## src/rtl/core/hnp_pkg.sv

```systemverilog
package hnp_pkg;

    localparam int ID_BITS_DEF      = 24;
    localparam int CORDIC_STEPS_DEF = 24;

    localparam int LAT_W  = 30;
    localparam int LON_W  = 31;
    localparam int DIST_W = 25;
    localparam int Q_W    = 31;
    localparam int CW     = 34;
    localparam int SQ_W   = 62;
    localparam int RAD_W  = 61;
    localparam int SQRT_STEPS = 31;

    localparam logic [31:0] DEG_RAD        = 32'd74961321;
    localparam logic [31:0] DIAM_Q10       = 32'd13040538;
    localparam logic [31:0] HALF_TURN_H    = 32'd1509949440;
    localparam logic [31:0] QUARTER_TURN_H = 32'd754974720;
    localparam logic [31:0] HALF_TURN_L    = 32'd754974720;
    localparam logic [31:0] QUARTER_TURN_L = 32'd377487360;
    localparam logic signed [CW-1:0] INV_GAIN = 34'sd652032874;
    localparam logic [Q_W-1:0] ONE_Q30 = 31'h4000_0000;
    localparam logic [DIST_W-1:0] DIST_MAX  = 25'd20484096;
    localparam logic [DIST_W-1:0] DIST_ONES = '1;

    typedef enum logic [4:0] {
        S_IDLE, S_ANG1, S_ANG2, S_ANG3, S_AMUL, S_ARAD, S_ACORD,
        S_MSET, S_MWAIT, S_MGET, S_HAV, S_SQV, S_SQW, S_VEC,
        S_DWAIT, S_DIST, S_EMIT
    } t_state;

    typedef struct packed {
        logic start;
        logic rot_mode;
    } t_cordic_req;

    function automatic logic [30:0] atan_q30(input logic [4:0] idx);
        logic [30:0] v;
        case (idx)
            5'd0:  v = 31'd843314856;
            5'd1:  v = 31'd497837829;
            5'd2:  v = 31'd263043836;
            5'd3:  v = 31'd133525158;
            5'd4:  v = 31'd67021686;
            5'd5:  v = 31'd33543515;
            5'd6:  v = 31'd16775850;
            5'd7:  v = 31'd8388437;
            5'd8:  v = 31'd4194282;
            5'd9:  v = 31'd2097149;
            5'd10: v = 31'd1048575;
            5'd11: v = 31'd524287;
            5'd12: v = 31'd262143;
            5'd13: v = 31'd131071;
            5'd14: v = 31'd65535;
            5'd15: v = 31'd32767;
            5'd16: v = 31'd16383;
            5'd17: v = 31'd8191;
            5'd18: v = 31'd4095;
            5'd19: v = 31'd2047;
            5'd20: v = 31'd1023;
            5'd21: v = 31'd511;
            5'd22: v = 31'd255;
            5'd23: v = 31'd127;
            5'd24: v = 31'd63;
            5'd25: v = 31'd31;
            5'd26: v = 31'd15;
            5'd27: v = 31'd8;
            5'd28: v = 31'd4;
            5'd29: v = 31'd2;
            5'd30: v = 31'd1;
            default: v = 31'd0;
        endcase
        return v;
    endfunction

    function automatic logic [Q_W-1:0] clamp_q30(input logic signed [CW-1:0] v);
        logic [Q_W-1:0] r;
        if (v < 0) begin
            r = '0;
        end else if (v > $signed(CW'(ONE_Q30))) begin
            r = ONE_Q30;
        end else begin
            r = v[Q_W-1:0];
        end
        return r;
    endfunction

endpackage

```

## src/rtl/core/hnp_sqrt.sv

```systemverilog
module hnp_sqrt (
    input  logic                        i_clk,
    input  logic                        i_rst_n,
    input  logic                        i_start,
    input  logic [hnp_pkg::RAD_W-1:0]   i_rad,
    output logic                        o_done,
    output logic [hnp_pkg::Q_W-1:0]     o_root
);
    import hnp_pkg::*;

    logic             r_busy, r_done;
    logic [4:0]       r_k;
    logic [SQ_W-1:0]  r_n, r_r;
    logic [SQ_W-1:0]  n_n, n_r, w_b, w_sum;

    // restoring square root, one result bit per cycle
    always_comb begin
        w_b   = SQ_W'(1) << {r_k, 1'b0};
        w_sum = r_r + w_b;
        if (r_n >= w_sum) begin
            n_n = r_n - w_sum;
            n_r = (r_r >> 1) + w_b;
        end else begin
            n_n = r_n;
            n_r = r_r >> 1;
        end
    end

    always_ff @(posedge i_clk) begin
        if (!i_rst_n) begin
            r_busy <= 1'b0;
            r_done <= 1'b0;
            r_k    <= '0;
        end else begin
            r_done <= 1'b0;
            if (i_start) begin
                r_busy <= 1'b1;
                r_k    <= 5'(SQRT_STEPS - 1);
            end else if (r_busy) begin
                if (r_k == 5'd0) begin
                    r_busy <= 1'b0;
                    r_done <= 1'b1;
                end else begin
                    r_k <= r_k - 1'b1;
                end
            end
        end
    end

    always_ff @(posedge i_clk) begin
        if (i_start) begin
            r_n <= SQ_W'(i_rad);
            r_r <= '0;
        end else if (r_busy) begin
            r_n <= n_n;
            r_r <= n_r;
        end
    end

    assign o_done = r_done;
    assign o_root = r_r[Q_W-1:0];

endmodule

```

## config.mk

```make
export PLATFORM = sky130hd
export DESIGN_NAME = hnp_sqrt
export DESIGN_NICKNAME = d
export VERILOG_FILES = /design/src/rtl/core/hnp_pkg.sv /design/src/rtl/core/hnp_sqrt.sv
export SDC_FILE = /design/constraint.sdc
export NUM_CORES = 1
export LEC_CHECK = 0
export BUFFER_PORTS_ARGS = -buffer_cell sky130_fd_sc_hd__buf_2
export CAP_MARGIN = 10
export CORE_ASPECT_RATIO = 1.4
export CORE_MARGIN = 8
export CORE_UTILIZATION = 35
export DETAILED_ROUTE_END_ITERATION = 8
export PLACE_DENSITY_LB_ADDON = 0.08
export RECOVER_POWER = 100
export SLEW_MARGIN = 20
export SYNTH_ARGS = -nofsm -noshare
export SYNTH_HDL_FRONTEND = slang
export SYNTH_SLANG_ARGS = --single-unit
```

## constraint.sdc

```tcl
create_clock -name i_clk -period 13.1 [get_ports i_clk]
set_input_delay 2.62 -clock i_clk [delete_from_list [all_inputs] [get_ports i_clk]]
set_output_delay 2.62 -clock i_clk [all_outputs]
set_load 0.01 [all_outputs]
```

==> results.txt <==
----------------------------------------------------
[Outcome]
  Run status ... finished with violations
  Violated checks ... max-capacitance violations, max-slew violations

[Cells and area]
  Area of combinational cells with multiple inputs ... 10,800 µm²
  Final core utilization ... 0.379
  Filler cell count ... around 4,600
  Area Growth Syn to Fin ... 6.97%
  Post-layout net count ... 2,137
  Fraction of layout instances using a drive strength above 1 ... 0.0759
  Sequential cell area ... 3240 µm²
  Antenna cell count ... 0
  Final non-filler cell total ... 2,510

[Synthesis]
  Count leader, synth ... sky130_fd_sc_hd__nand2_1
  Post-Syn Area ... 14,900 µm²
  Area share of and/or/nand/nor cells after synthesis ... 0.226
  Number of flip-flops and latches in the synthesized netlist ... approximately 130
  Distinct cell type count of the synthesized netlist ... 95
  Dominant combinational cell family by area after synthesis ... compound AO/OA/AOI/OAI gates
  Top post-synthesis cells by area ... sky130_fd_sc_hd__edfxtp_1 12%, sky130_fd_sc_hd__ha_1 10%, sky130_fd_sc_hd__dfxtp_1 9.4%
  Post-synthesis share of cell area spent on full adders, half adders and majority gates ... 0.107
  Average cell area after synthesis ... ~7.5 µm²
  Syn_nets ... 2,173
  Synth Area in XOR/XNOR ... 0.0857
  Sequential share of the synthesized area ... 0.217
  EDFF count, synth ... just over 60
  Multiplexer share of the synthesized area ... 0.0139
  Cell type with the highest aggregate area in the netlist ... sky130_fd_sc_hd__edfxtp_1
  Post-synthesis compound-gate area fraction ... 0.290
  Synth warnings ... 0
  Async SR Flop Fraction ... 0
  Commonest register cell after synthesis ... sky130_fd_sc_hd__dfxtp_1
  Number of standard cells after synthesis ... 1,987
  Top-area cell type share of the netlist area ... 0.123
  Most frequent cells after synthesis ... 220 x sky130_fd_sc_hd__nand2_1, 171 x sky130_fd_sc_hd__nor2_1, 165 x sky130_fd_sc_hd__o21ai_0

[Setup path]
  Critical Path Fanout Max ... 46
  CP max-delay cell ... sky130_fd_sc_hd__clkbuf_1
  CP bufs+invs ... 3
  Most frequent cell on the critical path ... sky130_fd_sc_hd__o21ai_0
  Required time worst endpoint ... 13.41 ns
  Data arrival time at the worst-slack endpoint ... 9.76 ns
  Largest incremental delay on the critical path ... 1.52 ns
  Number of gates on the worst path with buffers counted ... 28
  Category of the critical setup timing path ... reg -> reg
  Element type at the critical path start ... register
  Kind of capture point of the worst setup path ... register
  Kind of cell adding the most delay to the critical path ... compound AO/OA/AOI/OAI gates
  Cell depth of the worst flop-to-flop path ... 28

[Floorplan]
  Total die area ... 49,600 µm²
  Die width ... 191 µm
  Floorplan row count ... 89
  Num ports ... 96
  Height of the die ... 260 µm
  Core region area ... 42,100 µm²
  Initial core utilization ... 0.355

[Global routing]
  Gr ovfl total ... 0
  Maximum number of pins on one net before global-route repair ... 79
  Initial antenna violation count ... 0
  Overall routing resource usage ... 0.223
  Number of global-route vias before repair ... approximately 15,000
  Wire length of the first global-routing pass ... 86,100 µm

[Power]
  NetSw ... between 1.5 and 2 mW
  Switching fraction of total power ... 0.504
  Clock Power Share ... 0.154
  Combinational share of power ... 0.619
  Leakage ... 5.73 nW
  Fraction of power consumed by sequential logic ... 0.227
  Total power ... 3.25 mW
  Largest voltage drop on the vdd net ... 0.000113 V
  Power density normalized to cell area ... 204 nW/µm²
  Pint ... 1.61 mW

[STA]
  Final slew viol count ... roughly 290
  Max frequency ... 106 MHz
  Number of failing hold endpoints at the final stage ... 0
  Slew at the pin with the worst max-slew slack ... 2.99 ns
  Clock Skew ... between 0.01 and 0.015 ns
  Final period utilization ... 0.721
  Total of endpoints with negative setup slack in the final report ... 0
  Total Negative Setup Slacks ... 0 ns
  Post-route worst hold slack ... 0.573 ns
  RSZ-0062 raised after global routing ... no
  Tmin final ... about 9.5 ns
  Worst slew margin relative to its limit ... -0.992

[Worst hold path]
  Number of cells traversed by the worst hold path ... 2
  Type of the most critical hold path ... reg -> reg

[Place]
  Placed Instances ... 2,478
  Placer congestion estimate ... 0.910
  Count of buffers inserted at the top-level ports ... between 90 and 100
  Post-DP HPWL ... 43,800 µm

[Clock tree]
  TritonCTS clock tree ... built
  Setup Buffers After CTS ... 0
  Maximum buffer depth of the clock tree ... 2
  Register clock-pin slew on the reported worst setup and hold paths ... approximately 0.07 ns
  Clock sink count ... around 130
  Clock tree root buffer cell ... sky130_fd_sc_hd__clkbuf_16
  Worst-skew pair later-pin latency ... 0.47 ns
  Number of buffers added to fix hold violations after cts ... 0
  CTS buffer count ... 17
  Post-CTS sizing ... 0
  Number of levels the H-tree was split into ... 4

[Route]
  Metal3 WL ... 2060 µm
  Met2 wire len ... 29,400 µm
  DRT Pass-1 Iters ... 6
  Vias per cell ... 5.88
  Final ANT Viol Nets ... 0
  Wire length per cell ... 22.1 µm
  DR vias ... 14,800
  Met1 routed wirelength after detailed routing ... 21,900 µm
  WL final ... 55,600 µm
  Number of remaining DRC errors ... 0
  Highest signal layer in the routed design ... met4
  First-iteration detailed-routing DRC count ... 840

[Job]
  Reported max-cap violation count ... 6

----------------------------------------------------
registers in the layout (all words and copies together) (netlist names):
register / count
r_r: 62
o_done: 1
r_k: 5
r_busy: 1
r_n: 62
path summary, 6_finish.rpt:
kind | endpoint | start | slack, ns
min reg2reg | r_n[61] | r_n[61] | 0.57
max | r_r[52] | r_k[0] | 3.65
min | r_n[61] | r_n[61] | 0.57
max reg2reg | r_r[52] | r_k[0] | 3.65
area by class of cell:
class                      instances  area share
clock buffer                      20      0.0313
clock inverter                    12     0.00572
inverter                          48      0.0113
multi-input combinational       1648       0.675
sequential                       131       0.203
tap                              546      0.0428
timing repair buffer             105      0.0307
tightest hold or removal path: stages (launching register included):
cell,delay [ns]
sky130_fd_sc_hd__dfxtp_1,0.31
sky130_fd_sc_hd__o21ai_0,0.15
sky130_fd_sc_hd__a31oi_1,0.06
metrics by stage:
step           cell area [µm²]  worst slack (ns)
4_1_cts                  16100              5.22
3_5_place_dp             15500              5.24
5_1_grt                  16000              2.96
3_3_place_gp             15500              5.55
2_1_floorplan            14900              3.20
6_report                 16000              3.65
per-layer routing:
metal / vias up / track usage
li1: 7294 / -
met4: 0 / 0.0991
met3: 99 / 0.0361
met1: 7026 / 0.242
met2: 341 / 0.418
met5: - / 0
power by group through the flow:
stage / Sequential (mW) / Combinational [mW] / Clock [mW]
finish: 0.739 / 2.01 / 0.500
global route: 0.753 / 2.22 / 0.526
CTS: 0.740 / 2.02 / 0.516
detailed placement: 0.747 / 2.01 / 0
global placement: 0.749 / 2.00 / 0
floorplan: 0.664 / 1.52 / 0
cells in the final DEF, fill, tap and decap left out, types with 14 or more instances in the layout:
| cell type | n |
|---|---|
| sky130_fd_sc_hd__nand2_1 | 220 |
| sky130_fd_sc_hd__nor2b_1 | 19 |
| sky130_fd_sc_hd__a21o_1 | 38 |
| sky130_fd_sc_hd__xnor2_1 | 84 |
| sky130_fd_sc_hd__nor2_1 | 171 |
| sky130_fd_sc_hd__mux2i_1 | 14 |
| sky130_fd_sc_hd__nand4_1 | 46 |
| sky130_fd_sc_hd__nand2b_1 | 21 |
| sky130_fd_sc_hd__or3_1 | 26 |
| sky130_fd_sc_hd__a31oi_1 | 60 |
| sky130_fd_sc_hd__o211ai_1 | 17 |
| sky130_fd_sc_hd__inv_1 | 46 |
| sky130_fd_sc_hd__ha_1 | 121 |
| sky130_fd_sc_hd__dfxtp_1 | 69 |
| sky130_fd_sc_hd__a311oi_1 | 17 |
| sky130_fd_sc_hd__nand3_1 | 44 |
| sky130_fd_sc_hd__and2_1 | 24 |
| sky130_fd_sc_hd__o21a_1 | 19 |
| sky130_fd_sc_hd__a21oi_1 | 129 |
| sky130_fd_sc_hd__nor4_1 | 15 |
| sky130_fd_sc_hd__clkbuf_1 | 38 |
| sky130_fd_sc_hd__and3_1 | 17 |
| sky130_fd_sc_hd__buf_2 | 62 |
| sky130_fd_sc_hd__a211oi_1 | 34 |
| sky130_fd_sc_hd__o21bai_1 | 30 |
| sky130_fd_sc_hd__xor2_1 | 62 |
| sky130_fd_sc_hd__o31ai_1 | 14 |
| sky130_fd_sc_hd__edfxtp_1 | 61 |
| sky130_fd_sc_hd__nor3_1 | 55 |
| sky130_fd_sc_hd__clkbuf_16 | 20 |
| sky130_fd_sc_hd__o21ai_0 | 169 |
kinds of logic (layout without fill, tap and decap cells):
kind of cell,after synthesis,count (layout)
buf+inv,208,185
compound gates,655,655
xor+xnor,146,146
flops,131,131
simple gates,699,699
fa+ha+maj,128,128
mux,20,20
No activity file was read; power rests on OpenSTA's default activity.
