==> src/rtl/core/hnp_pkg.sv <==
package hnp_pkg;

    localparam int ID_BITS_DEF      = 24;
    localparam int CORDIC_STEPS_DEF = 24;

    localparam int LAT_W  = 30;
    localparam int LON_W  = 31;
    localparam int DIST_W = 25;
    localparam int Q_W    = 31;
    localparam int CW     = 34;
    localparam int SQ_W   = 62;
    localparam int RAD_W  = 61;
    localparam int SQRT_STEPS = 31;

    localparam logic [31:0] DEG_RAD        = 32'd74961321;
    localparam logic [31:0] DIAM_Q10       = 32'd13040538;
    localparam logic [31:0] HALF_TURN_H    = 32'd1509949440;
    localparam logic [31:0] QUARTER_TURN_H = 32'd754974720;
    localparam logic [31:0] HALF_TURN_L    = 32'd754974720;
    localparam logic [31:0] QUARTER_TURN_L = 32'd377487360;
    localparam logic signed [CW-1:0] INV_GAIN = 34'sd652032874;
    localparam logic [Q_W-1:0] ONE_Q30 = 31'h4000_0000;
    localparam logic [DIST_W-1:0] DIST_MAX  = 25'd20484096;
    localparam logic [DIST_W-1:0] DIST_ONES = '1;

    typedef enum logic [4:0] {
        S_IDLE, S_ANG1, S_ANG2, S_ANG3, S_AMUL, S_ARAD, S_ACORD,
        S_MSET, S_MWAIT, S_MGET, S_HAV, S_SQV, S_SQW, S_VEC,
        S_DWAIT, S_DIST, S_EMIT
    } t_state;

    typedef struct packed {
        logic start;
        logic rot_mode;
    } t_cordic_req;

    function automatic logic [30:0] atan_q30(input logic [4:0] idx);
        logic [30:0] v;
        case (idx)
            5'd0:  v = 31'd843314856;
            5'd1:  v = 31'd497837829;
            5'd2:  v = 31'd263043836;
            5'd3:  v = 31'd133525158;
            5'd4:  v = 31'd67021686;
            5'd5:  v = 31'd33543515;
            5'd6:  v = 31'd16775850;
            5'd7:  v = 31'd8388437;
            5'd8:  v = 31'd4194282;
            5'd9:  v = 31'd2097149;
            5'd10: v = 31'd1048575;
            5'd11: v = 31'd524287;
            5'd12: v = 31'd262143;
            5'd13: v = 31'd131071;
            5'd14: v = 31'd65535;
            5'd15: v = 31'd32767;
            5'd16: v = 31'd16383;
            5'd17: v = 31'd8191;
            5'd18: v = 31'd4095;
            5'd19: v = 31'd2047;
            5'd20: v = 31'd1023;
            5'd21: v = 31'd511;
            5'd22: v = 31'd255;
            5'd23: v = 31'd127;
            5'd24: v = 31'd63;
            5'd25: v = 31'd31;
            5'd26: v = 31'd15;
            5'd27: v = 31'd8;
            5'd28: v = 31'd4;
            5'd29: v = 31'd2;
            5'd30: v = 31'd1;
            default: v = 31'd0;
        endcase
        return v;
    endfunction

    function automatic logic [Q_W-1:0] clamp_q30(input logic signed [CW-1:0] v);
        logic [Q_W-1:0] r;
        if (v < 0) begin
            r = '0;
        end else if (v > $signed(CW'(ONE_Q30))) begin
            r = ONE_Q30;
        end else begin
            r = v[Q_W-1:0];
        end
        return r;
    endfunction

endpackage

==> src/rtl/core/hnp_cordic.sv <==
module hnp_cordic #(
    parameter int CORDIC_STEPS = hnp_pkg::CORDIC_STEPS_DEF
) (
    input  logic                           i_clk,
    input  logic                           i_rst_n,
    input  hnp_pkg::t_cordic_req           i_req,
    input  logic signed [hnp_pkg::CW-1:0]  i_x,
    input  logic signed [hnp_pkg::CW-1:0]  i_y,
    input  logic signed [hnp_pkg::CW-1:0]  i_z,
    output logic                           o_done,
    output logic signed [hnp_pkg::CW-1:0]  o_x,
    output logic signed [hnp_pkg::CW-1:0]  o_y,
    output logic signed [hnp_pkg::CW-1:0]  o_z
);
    import hnp_pkg::*;

    localparam int IW = $clog2(CORDIC_STEPS);

    logic              r_busy, r_done, r_rot;
    logic [IW-1:0]     r_i;
    logic signed [CW-1:0] r_x, r_y, r_z;
    logic signed [CW-1:0] n_x, n_y, n_z;
    logic signed [CW-1:0] w_xs, w_ys, w_at;
    logic              w_pos;

    always_comb begin
        w_xs  = r_x >>> r_i;
        w_ys  = r_y >>> r_i;
        w_at  = CW'(atan_q30(5'(r_i)));
        // rotation mode steers by the angle, vectoring mode drives y to zero
        w_pos = r_rot ? !r_z[CW-1] : r_y[CW-1];
        if (w_pos) begin
            n_x = r_x - w_ys;
            n_y = r_y + w_xs;
            n_z = r_z - w_at;
        end else begin
            n_x = r_x + w_ys;
            n_y = r_y - w_xs;
            n_z = r_z + w_at;
        end
    end

    always_ff @(posedge i_clk) begin
        if (!i_rst_n) begin
            r_busy <= 1'b0;
            r_done <= 1'b0;
            r_rot  <= 1'b0;
            r_i    <= '0;
        end else begin
            r_done <= 1'b0;
            if (i_req.start) begin
                r_busy <= 1'b1;
                r_rot  <= i_req.rot_mode;
                r_i    <= '0;
            end else if (r_busy) begin
                if (r_i == IW'(CORDIC_STEPS - 1)) begin
                    r_busy <= 1'b0;
                    r_done <= 1'b1;
                end else begin
                    r_i <= r_i + 1'b1;
                end
            end
        end
    end

    always_ff @(posedge i_clk) begin
        if (i_req.start) begin
            r_x <= i_x;
            r_y <= i_y;
            r_z <= i_z;
        end else if (r_busy) begin
            r_x <= n_x;
            r_y <= n_y;
            r_z <= n_z;
        end
    end

    assign o_done = r_done;
    assign o_x    = r_x;
    assign o_y    = r_y;
    assign o_z    = r_z;

endmodule

==> config.mk <==
export PLATFORM = sky130hd
export DESIGN_NAME = hnp_cordic
export DESIGN_NICKNAME = d
export VERILOG_FILES = /design/src/rtl/core/hnp_pkg.sv /design/src/rtl/core/hnp_cordic.sv
export SDC_FILE = /design/constraint.sdc
export NUM_CORES = 1
export LEC_CHECK = 0
export BUFFER_PORTS_ARGS = -buffer_cell sky130_fd_sc_hd__buf_4
export CAP_MARGIN = 10
export CORE_MARGIN = 3
export CORE_UTILIZATION = 25
export CTS_CLUSTER_SIZE = 40
export DETAILED_ROUTE_END_ITERATION = 12
export SLEW_MARGIN = 20
export SYNTH_ARGS = -nofsm -noshare
export SYNTH_HDL_FRONTEND = slang
export SYNTH_SLANG_ARGS = --single-unit
export TNS_END_PERCENT = 20
==> constraint.sdc <==
create_clock -name i_clk -period 14.2 [get_ports i_clk]
set_input_delay 0 -clock i_clk [delete_from_list [all_inputs] [get_ports i_clk]]
set_output_delay 0 -clock i_clk [all_outputs]
set_load 0.005 [all_outputs]
==> impl_metrics.env, run 1 <==
export IMPL_routabilityCongestion=0.987
export IMPL_hp_class="in2reg"
export IMPL_design_area_um2=22100
export IMPL_path_clk_slew_ns=0.07
export IMPL_seq_area_frac_synth_pct=21.0
export IMPL_critPathRequiredTime_ns=14.44
export IMPL_clock_path_buffers=2
export IMPL_die_w_um=276
export IMPL_coreArea_um2=71700
export IMPL_num_vias=18300
export IMPL_portBuffers=208
export IMPL_status="finished clean"
export IMPL_crit_fanout=75
export IMPL_synthArstFlopShare_pct=0
export IMPL_drt_iter0_markers=1754
export IMPL_avgSynthCellArea_um2=8.45
export IMPL_cts_buffers=17
export IMPL_row_count=98
export IMPL_ioPinCount=209
export IMPL_grt_pass1_wl_um=109000
export IMPL_n_fill_cell=7612
export IMPL_grt_usage_pct=18.8
export IMPL_clk_latency_ns=0.50
export IMPL_synth_edf_count=102
export IMPL_dpl_hpwl_um=54800
export IMPL_start_kind="flop"
export IMPL_period_needed_ns=7.37
export IMPL_finClkSkew_ns=0.0249
export IMPL_holdWs_ns=0.150
export IMPL_diodes=0
export IMPL_synth_area_um2=18200
export IMPL_initial_core_util_pct=25.4
export IMPL_p_leak_uw=0.00858
export IMPL_drive_above_1_share_pct=17.9
export IMPL_postCtsSetupRepairBufs=0
export IMPL_slew_headroom_pct=23.3
export IMPL_power_density_nw_per_um2=277
export IMPL_yosysUniqueCellTypes=103
export IMPL_cp_end_kind="flop"
export IMPL_cts_max_level=4
export IMPL_ys_flop_type="edfxtp_1"
export IMPL_arrival_ns=7.61
export IMPL_cts_tree="yes"
export IMPL_grt_ovfl_total=0
export IMPL_final_cell_mix="nand2_1, buf_4, a21oi_1"
export IMPL_path_class="reg2reg"
export IMPL_slew_violations=0
export IMPL_worst_slack_ns=6.83
export IMPL_syn_inst=2152
export IMPL_grt_max_degree=129
export IMPL_ant_nets=0
export IMPL_mostFrequentLayoutCell="nand2_1"
export IMPL_drc=0
export IMPL_finalSetupViolCount=0
export IMPL_syn_nets=2373
export IMPL_cpPeakStageDelay_ns=1.04
export IMPL_synth_warnings=0
export IMPL_drt_wirelength_per_cell_um=21.7
export IMPL_first_pass_iters=7
export IMPL_cp_cell_sequence="buf_4 -> mux4_2 -> a22oi_1 -> o22ai_1 -> a311oi_1 -> ha_1 -> inv_1 -> nor3_2 -> and3_1 -> and3_1 -> o32ai_1 -> a21oi_1 -> ha_1 -> a21o_1 -> a211o_1 -> nor3_1 -> a21oi_1 -> a221oi_1 -> o21ai_0 -> xnor2_1 -> mux2_2"
export IMPL_placed_cell_area_um2=20500
export IMPL_hold_viol_final=0
export IMPL_nets=2591
export IMPL_synth_seq_cells=140
export IMPL_max_freq_mhz=136
export IMPL_worst_pin_slew_ns=1.15
export IMPL_antenna_found_initial=4
export IMPL_ctsResizeCount=0
export IMPL_cts_sinks=140
export IMPL_viasPerCell=5.49
export IMPL_cts_root_buf="clkbuf_16"
export IMPL_max_vdd_ir_drop_v=0.000134
export IMPL_cap_violations=0
export IMPL_fin_crit_sh_pct=51.9
export IMPL_place_ws_ns=6.96
export IMPL_die_y_um=276
export IMPL_crit_path_top_delay_cell="dfxtp_4"
export IMPL_r2r_slack_ns=6.83
export IMPL_rsz0062_at_grt="no"
export IMPL_grt_pass1_vias=17800
export IMPL_die_area_um2=76000
export IMPL_synthToLayoutAreaGrowth_pct=21.4
export IMPL_tns_ns=0
export IMPL_routed_wirelength_um=72400
## synthesized netlist by cell type (all sizes together) (20+ instances only)
cell type	count	share of area, %
a211oi	30	1.3
a21o	52	2.1
a21oi	172	4.8
a221oi	20	1.1
a31oi	28	0.96
and2	24	0.83
buf	55	2.0
clkbuf	74	1.5
dfxtp	38	4.2
edfxtp	102	17
ha	112	7.7
inv	49	1.0
mux2	64	4.0
mux2i	73	4.0
mux4	64	8.0
nand2	238	4.9
nand2b	34	1.2
nand3	45	1.2
nor2	134	2.8
nor2b	31	1.1
nor3	42	1.2
o211ai	27	1.2
o21a	27	1.1
o21ai	175	4.8
o22ai	31	1.1
o31ai	30	1.2
xnor2	89	4.3
xor2	76	3.7
## flip-flops by register name, indices dropped and copies added (netlist names)
| name | flops |
|---|---|
| o_z | 34 |
| w_at | 30 |
| o_done | 1 |
| r_i | 5 |
| r_busy | 1 |
| r_rot | 1 |
| o_y | 34 |
| o_x | 34 |
## metrics by stage
stage	utilization [%]	instances	power (uW)
6_report	30.8	3333	6110
5_1_grt	30.8	3333	6660
4_1_cts	30.8	3333	6100
3_5_place_dp	28.5	3198	5580
3_3_place_gp	28.5	3198	5570
2_1_floorplan	-	2152	4200
## kinds of logic after synthesis
logic type / count (synthesis) / synth area share (%)
AO/OA/AOI/OAI: 714 / 25.7
AND/OR/NAND/NOR: 635 / 16.7
multiplexers: 201 / 16.0
buffers and inverters: 182 / 4.58
XOR/XNOR: 165 / 7.94
flip-flops: 140 / 21.0
adder cells (fa/ha/maj): 115 / 8.03
## worst paths after layout
check,from,cells after the start,to
worst max-delay path,r_i[1]$_SDFFE_PP0P_,21,o_x[33]$_DFFE_PP_
worst min-delay path,i_y[33],3,o_y[33]$_DFFE_PP_
worst max register to register,r_i[1]$_SDFFE_PP0P_,21,o_x[33]$_DFFE_PP_
worst min register to register,r_rot$_SDFFE_PN0P_,2,r_rot$_SDFFE_PN0P_
## report_power, final
group          total (uW)  internal [uW]  switching [uW]  leakage, uW
clock network         458            246             211     0.000283
logic                4510           2030            2480      0.00694
registers            1140            702             436      0.00135
total                6110           2980            3130      0.00858
## per-layer routing
layer | wire length [um] | up-vias | track usage (%)
met2 | 34600 | 799 | 31.6
met1 | 29300 | 8723 | 23.0
li1 | - | 8594 | -
met3 | 5560 | 180 | 4.15
met5 | 13 | - | 0
met4 | 3020 | 2 | 8.34
## timing repair
item                                   CTS  global route
endpoints found under the hold margin  104             0
hold buffers                           103             0
setup endpoints to repair                0             0
## critical path, delay by kind of cell (launching register included)
family	cells	cell delay (ns)
multiplexers	2	0.70
buffers and inverters	2	0.92
AO/OA/AOI/OAI	10	2.55
flip-flops	1	1.04
XOR/XNOR	1	0.15
adder cells (fa/ha/maj)	2	0.64
AND/OR/NAND/NOR	4	1.07
## layout make-up
type                    count  area [um^2]  share of cell area [%]
well taps                 950         1190                    5.38
clock buffers              19          437                    1.98
repair buffers            328         2720                    12.3
multi-input cells        1830        13600                    61.4
clock inverters            13          130                   0.589
flip-flops and latches    140         3840                    17.4
inverters                  53          199                   0.901
Note: power is estimated with default switching activity, not from simulation.
==> run 2, diff against run 1 <==
Clock period 14.2 ns to 7 ns, I/O delays scaled along.
==> run 2 against run 1 <==
Compared with the run above: sequential power is 100% higher; clock skew is 0.012 ns lower; largest power group unchanged; die area stayed put; flip-flop and latch count stayed put; critical path type unchanged.
==> impl_metrics.env, run 2 (same netlist as run 1, synthesis figures left out) <==
export IMPL_die_y_um=276
export IMPL_cp_end_kind="flop"
export IMPL_synthToLayoutAreaGrowth_pct=23.7
export IMPL_cts_sinks=140
export IMPL_antenna_found_initial=2
export IMPL_period_needed_ns=6.53
export IMPL_holdWs_ns=0.117
export IMPL_die_w_um=276
export IMPL_final_cell_mix="buf_4, nand2_1, a21oi_1"
export IMPL_r2r_slack_ns=0.47
export IMPL_p_leak_uw=0.00883
export IMPL_cts_buffers=17
export IMPL_ant_nets=0
export IMPL_cts_max_level=4
export IMPL_path_clk_slew_ns=0.07
export IMPL_whs_path_depth=3
export IMPL_routed_wirelength_um=73600
export IMPL_cts_tree="yes"
export IMPL_max_vdd_ir_drop_v=0.000234
export IMPL_min_to="o_y[33]$_DFFE_PP_"
export IMPL_grt_max_degree=129
export IMPL_grt_pass1_vias=17900
export IMPL_slew_headroom_pct=32.7
export IMPL_rsz0062_at_grt="no"
export IMPL_r2r_end="o_x[33]$_DFFE_PP_"
export IMPL_viasPerCell=5.47
export IMPL_grt_pass1_wl_um=110000
export IMPL_first_pass_iters=5
export IMPL_n_fill_cell=7604
export IMPL_finalSetupViolCount=0
export IMPL_cap_violations=0
export IMPL_arrival_ns=6.76
export IMPL_diodes=0
export IMPL_grt_ovfl_total=0
export IMPL_path_class="reg2reg"
export IMPL_worstHoldStart="i_y[33]"
export IMPL_mostFrequentLayoutCell="buf_4"
export IMPL_power_density_nw_per_um2=555
export IMPL_grt_usage_pct=19.0
export IMPL_portBuffers=208
export IMPL_ioPinCount=209
export IMPL_finClkSkew_ns=0.0125
export IMPL_drive_above_1_share_pct=19.4
export IMPL_die_area_um2=76000
export IMPL_status="finished clean"
export IMPL_clock_path_buffers=2
export IMPL_critPathRequiredTime_ns=7.23
export IMPL_coreArea_um2=71700
export IMPL_hold_viol_final=0
export IMPL_dpl_hpwl_um=56700
export IMPL_drc=0
export IMPL_cts_root_buf="clkbuf_16"
export IMPL_row_count=98
export IMPL_worst_pin_slew_ns=1.01
export IMPL_r2r_cells=21
export IMPL_drt_iter0_markers=1806
export IMPL_fin_crit_sh_pct=93.3
export IMPL_fin_util_pct=31.4
export IMPL_r2r_start="r_i[3]$_SDFFE_PP0P_"
export IMPL_clk_latency_ns=0.48
export IMPL_routabilityCongestion=0.975
export IMPL_drt_wirelength_per_cell_um=21.8
export IMPL_max_freq_mhz=153
export IMPL_start_kind="flop"
export IMPL_hp_class="in2reg"
export IMPL_num_vias=18500
export IMPL_slew_violations=0
export IMPL_crit_fanout=61
export IMPL_initial_core_util_pct=25.4
export IMPL_nets=2636
export IMPL_tns_ns=0
-- run 2: changes by cell type in the layout (fill, tap and decap cells not counted), moves of 2 or more --
| cell | previous run | this run |
|---|---|---|
| clkbuf_16 | 17 | 20 |
| buf_12 | 0 | 4 |
| buf_4 | 224 | 265 |
| inv_8 | 1 | 3 |
| clkinv_4 | 4 | 0 |
| inv_6 | 4 | 7 |
-- run 2: final cells by class --
| type | instances | area [um^2] | share of cell area, % |
|---|---|---|---|
| Clock buffer | 20 | 500 | 2.22 |
| Clock inverter | 12 | 108 | 0.478 |
| Inverter | 53 | 199 | 0.884 |
| Multi-Input combinational cell | 1830 | 13500 | 60.2 |
| Sequential cell | 140 | 3840 | 17.1 |
| Tap cell | 950 | 1190 | 5.28 |
| Timing Repair Buffer | 373 | 3110 | 13.8 |
-- run 2: metrics by stage --
stage          worst slack (ns)  cells  total power (uW)  cell area [um^2]
3_5_place_dp              0.581   3242             11400             20800
6_report                  0.470   3378             12500             22500
5_1_grt                  0.0944   3378             13600             22500
4_1_cts                   0.540   3377             12500             22500
3_3_place_gp              0.555   3242             11400             20800
2_1_floorplan              1.33   2152              8520             18200
-- run 2: report_power, final --
part           switching [uW]  total (uW)  internal, uW
Sequential                856        2280          1420
Combinational            5070        9240          4170
Clock                     438         969           531
-- run 2: per-layer routing --
metal	global-route usage, %	share of wire (%)
met1	23.8	41
met2	32.0	48
met3	4.06	7.6
met4	7.34	3.5
met5	0	0.018
-- run 2: worst max path at each step --
| stage | slack (ns) | from | end | cells after the start |
|---|---|---|---|---|
| 2_1_floorplan | 1.33 | r_i[1]$_SDFFE_PP0P_ | o_x[33]$_DFFE_PP_ | 25 |
| 3_3_place_gp | 0.55 | r_i[1]$_SDFFE_PP0P_ | o_x[32]$_DFFE_PP_ | 19 |
| 3_5_place_dp | 0.58 | r_i[1]$_SDFFE_PP0P_ | o_x[33]$_DFFE_PP_ | 19 |
| 4_1_cts | 0.54 | r_i[1]$_SDFFE_PP0P_ | o_x[33]$_DFFE_PP_ | 19 |
| 5_1_grt | 0.09 | r_i[0]$_SDFFE_PP0P_ | o_x[32]$_DFFE_PP_ | 20 |
| 6_report | 0.47 | r_i[3]$_SDFFE_PP0P_ | o_x[33]$_DFFE_PP_ | 21 |
-- run 2: timing repair --
| item | 4_1_cts | 5_1_grt |
|---|---|---|
| endpoints found under the setup margin | 0 | 1 |
| hold buffers | 103 | 0 |
| setup buffers | 0 | 1 |
| gates resized for setup | 0 | 0 |
| endpoints found under the hold margin | 104 | 0 |
-- run 2: critical path, cell delays in order (launching register included) --
cell and delay, ns:
dfxtp_4 0.86, buf_12 0.30, mux4_2 0.38, mux2_2 0.38, a211oi_1 0.39, buf_4 0.21
ha_1 0.20, inv_1 0.08, nor3_2 0.35, a21oi_1 0.13, xnor2_1 0.17, ha_1 0.38
nand3_1 0.16, o211ai_1 0.14, o21ai_0 0.30, a31oi_1 0.22, a21oi_1 0.32, a21oi_1 0.17
a221oi_1 0.45, o21ai_0 0.19, xnor2_1 0.16, mux2_2 0.26
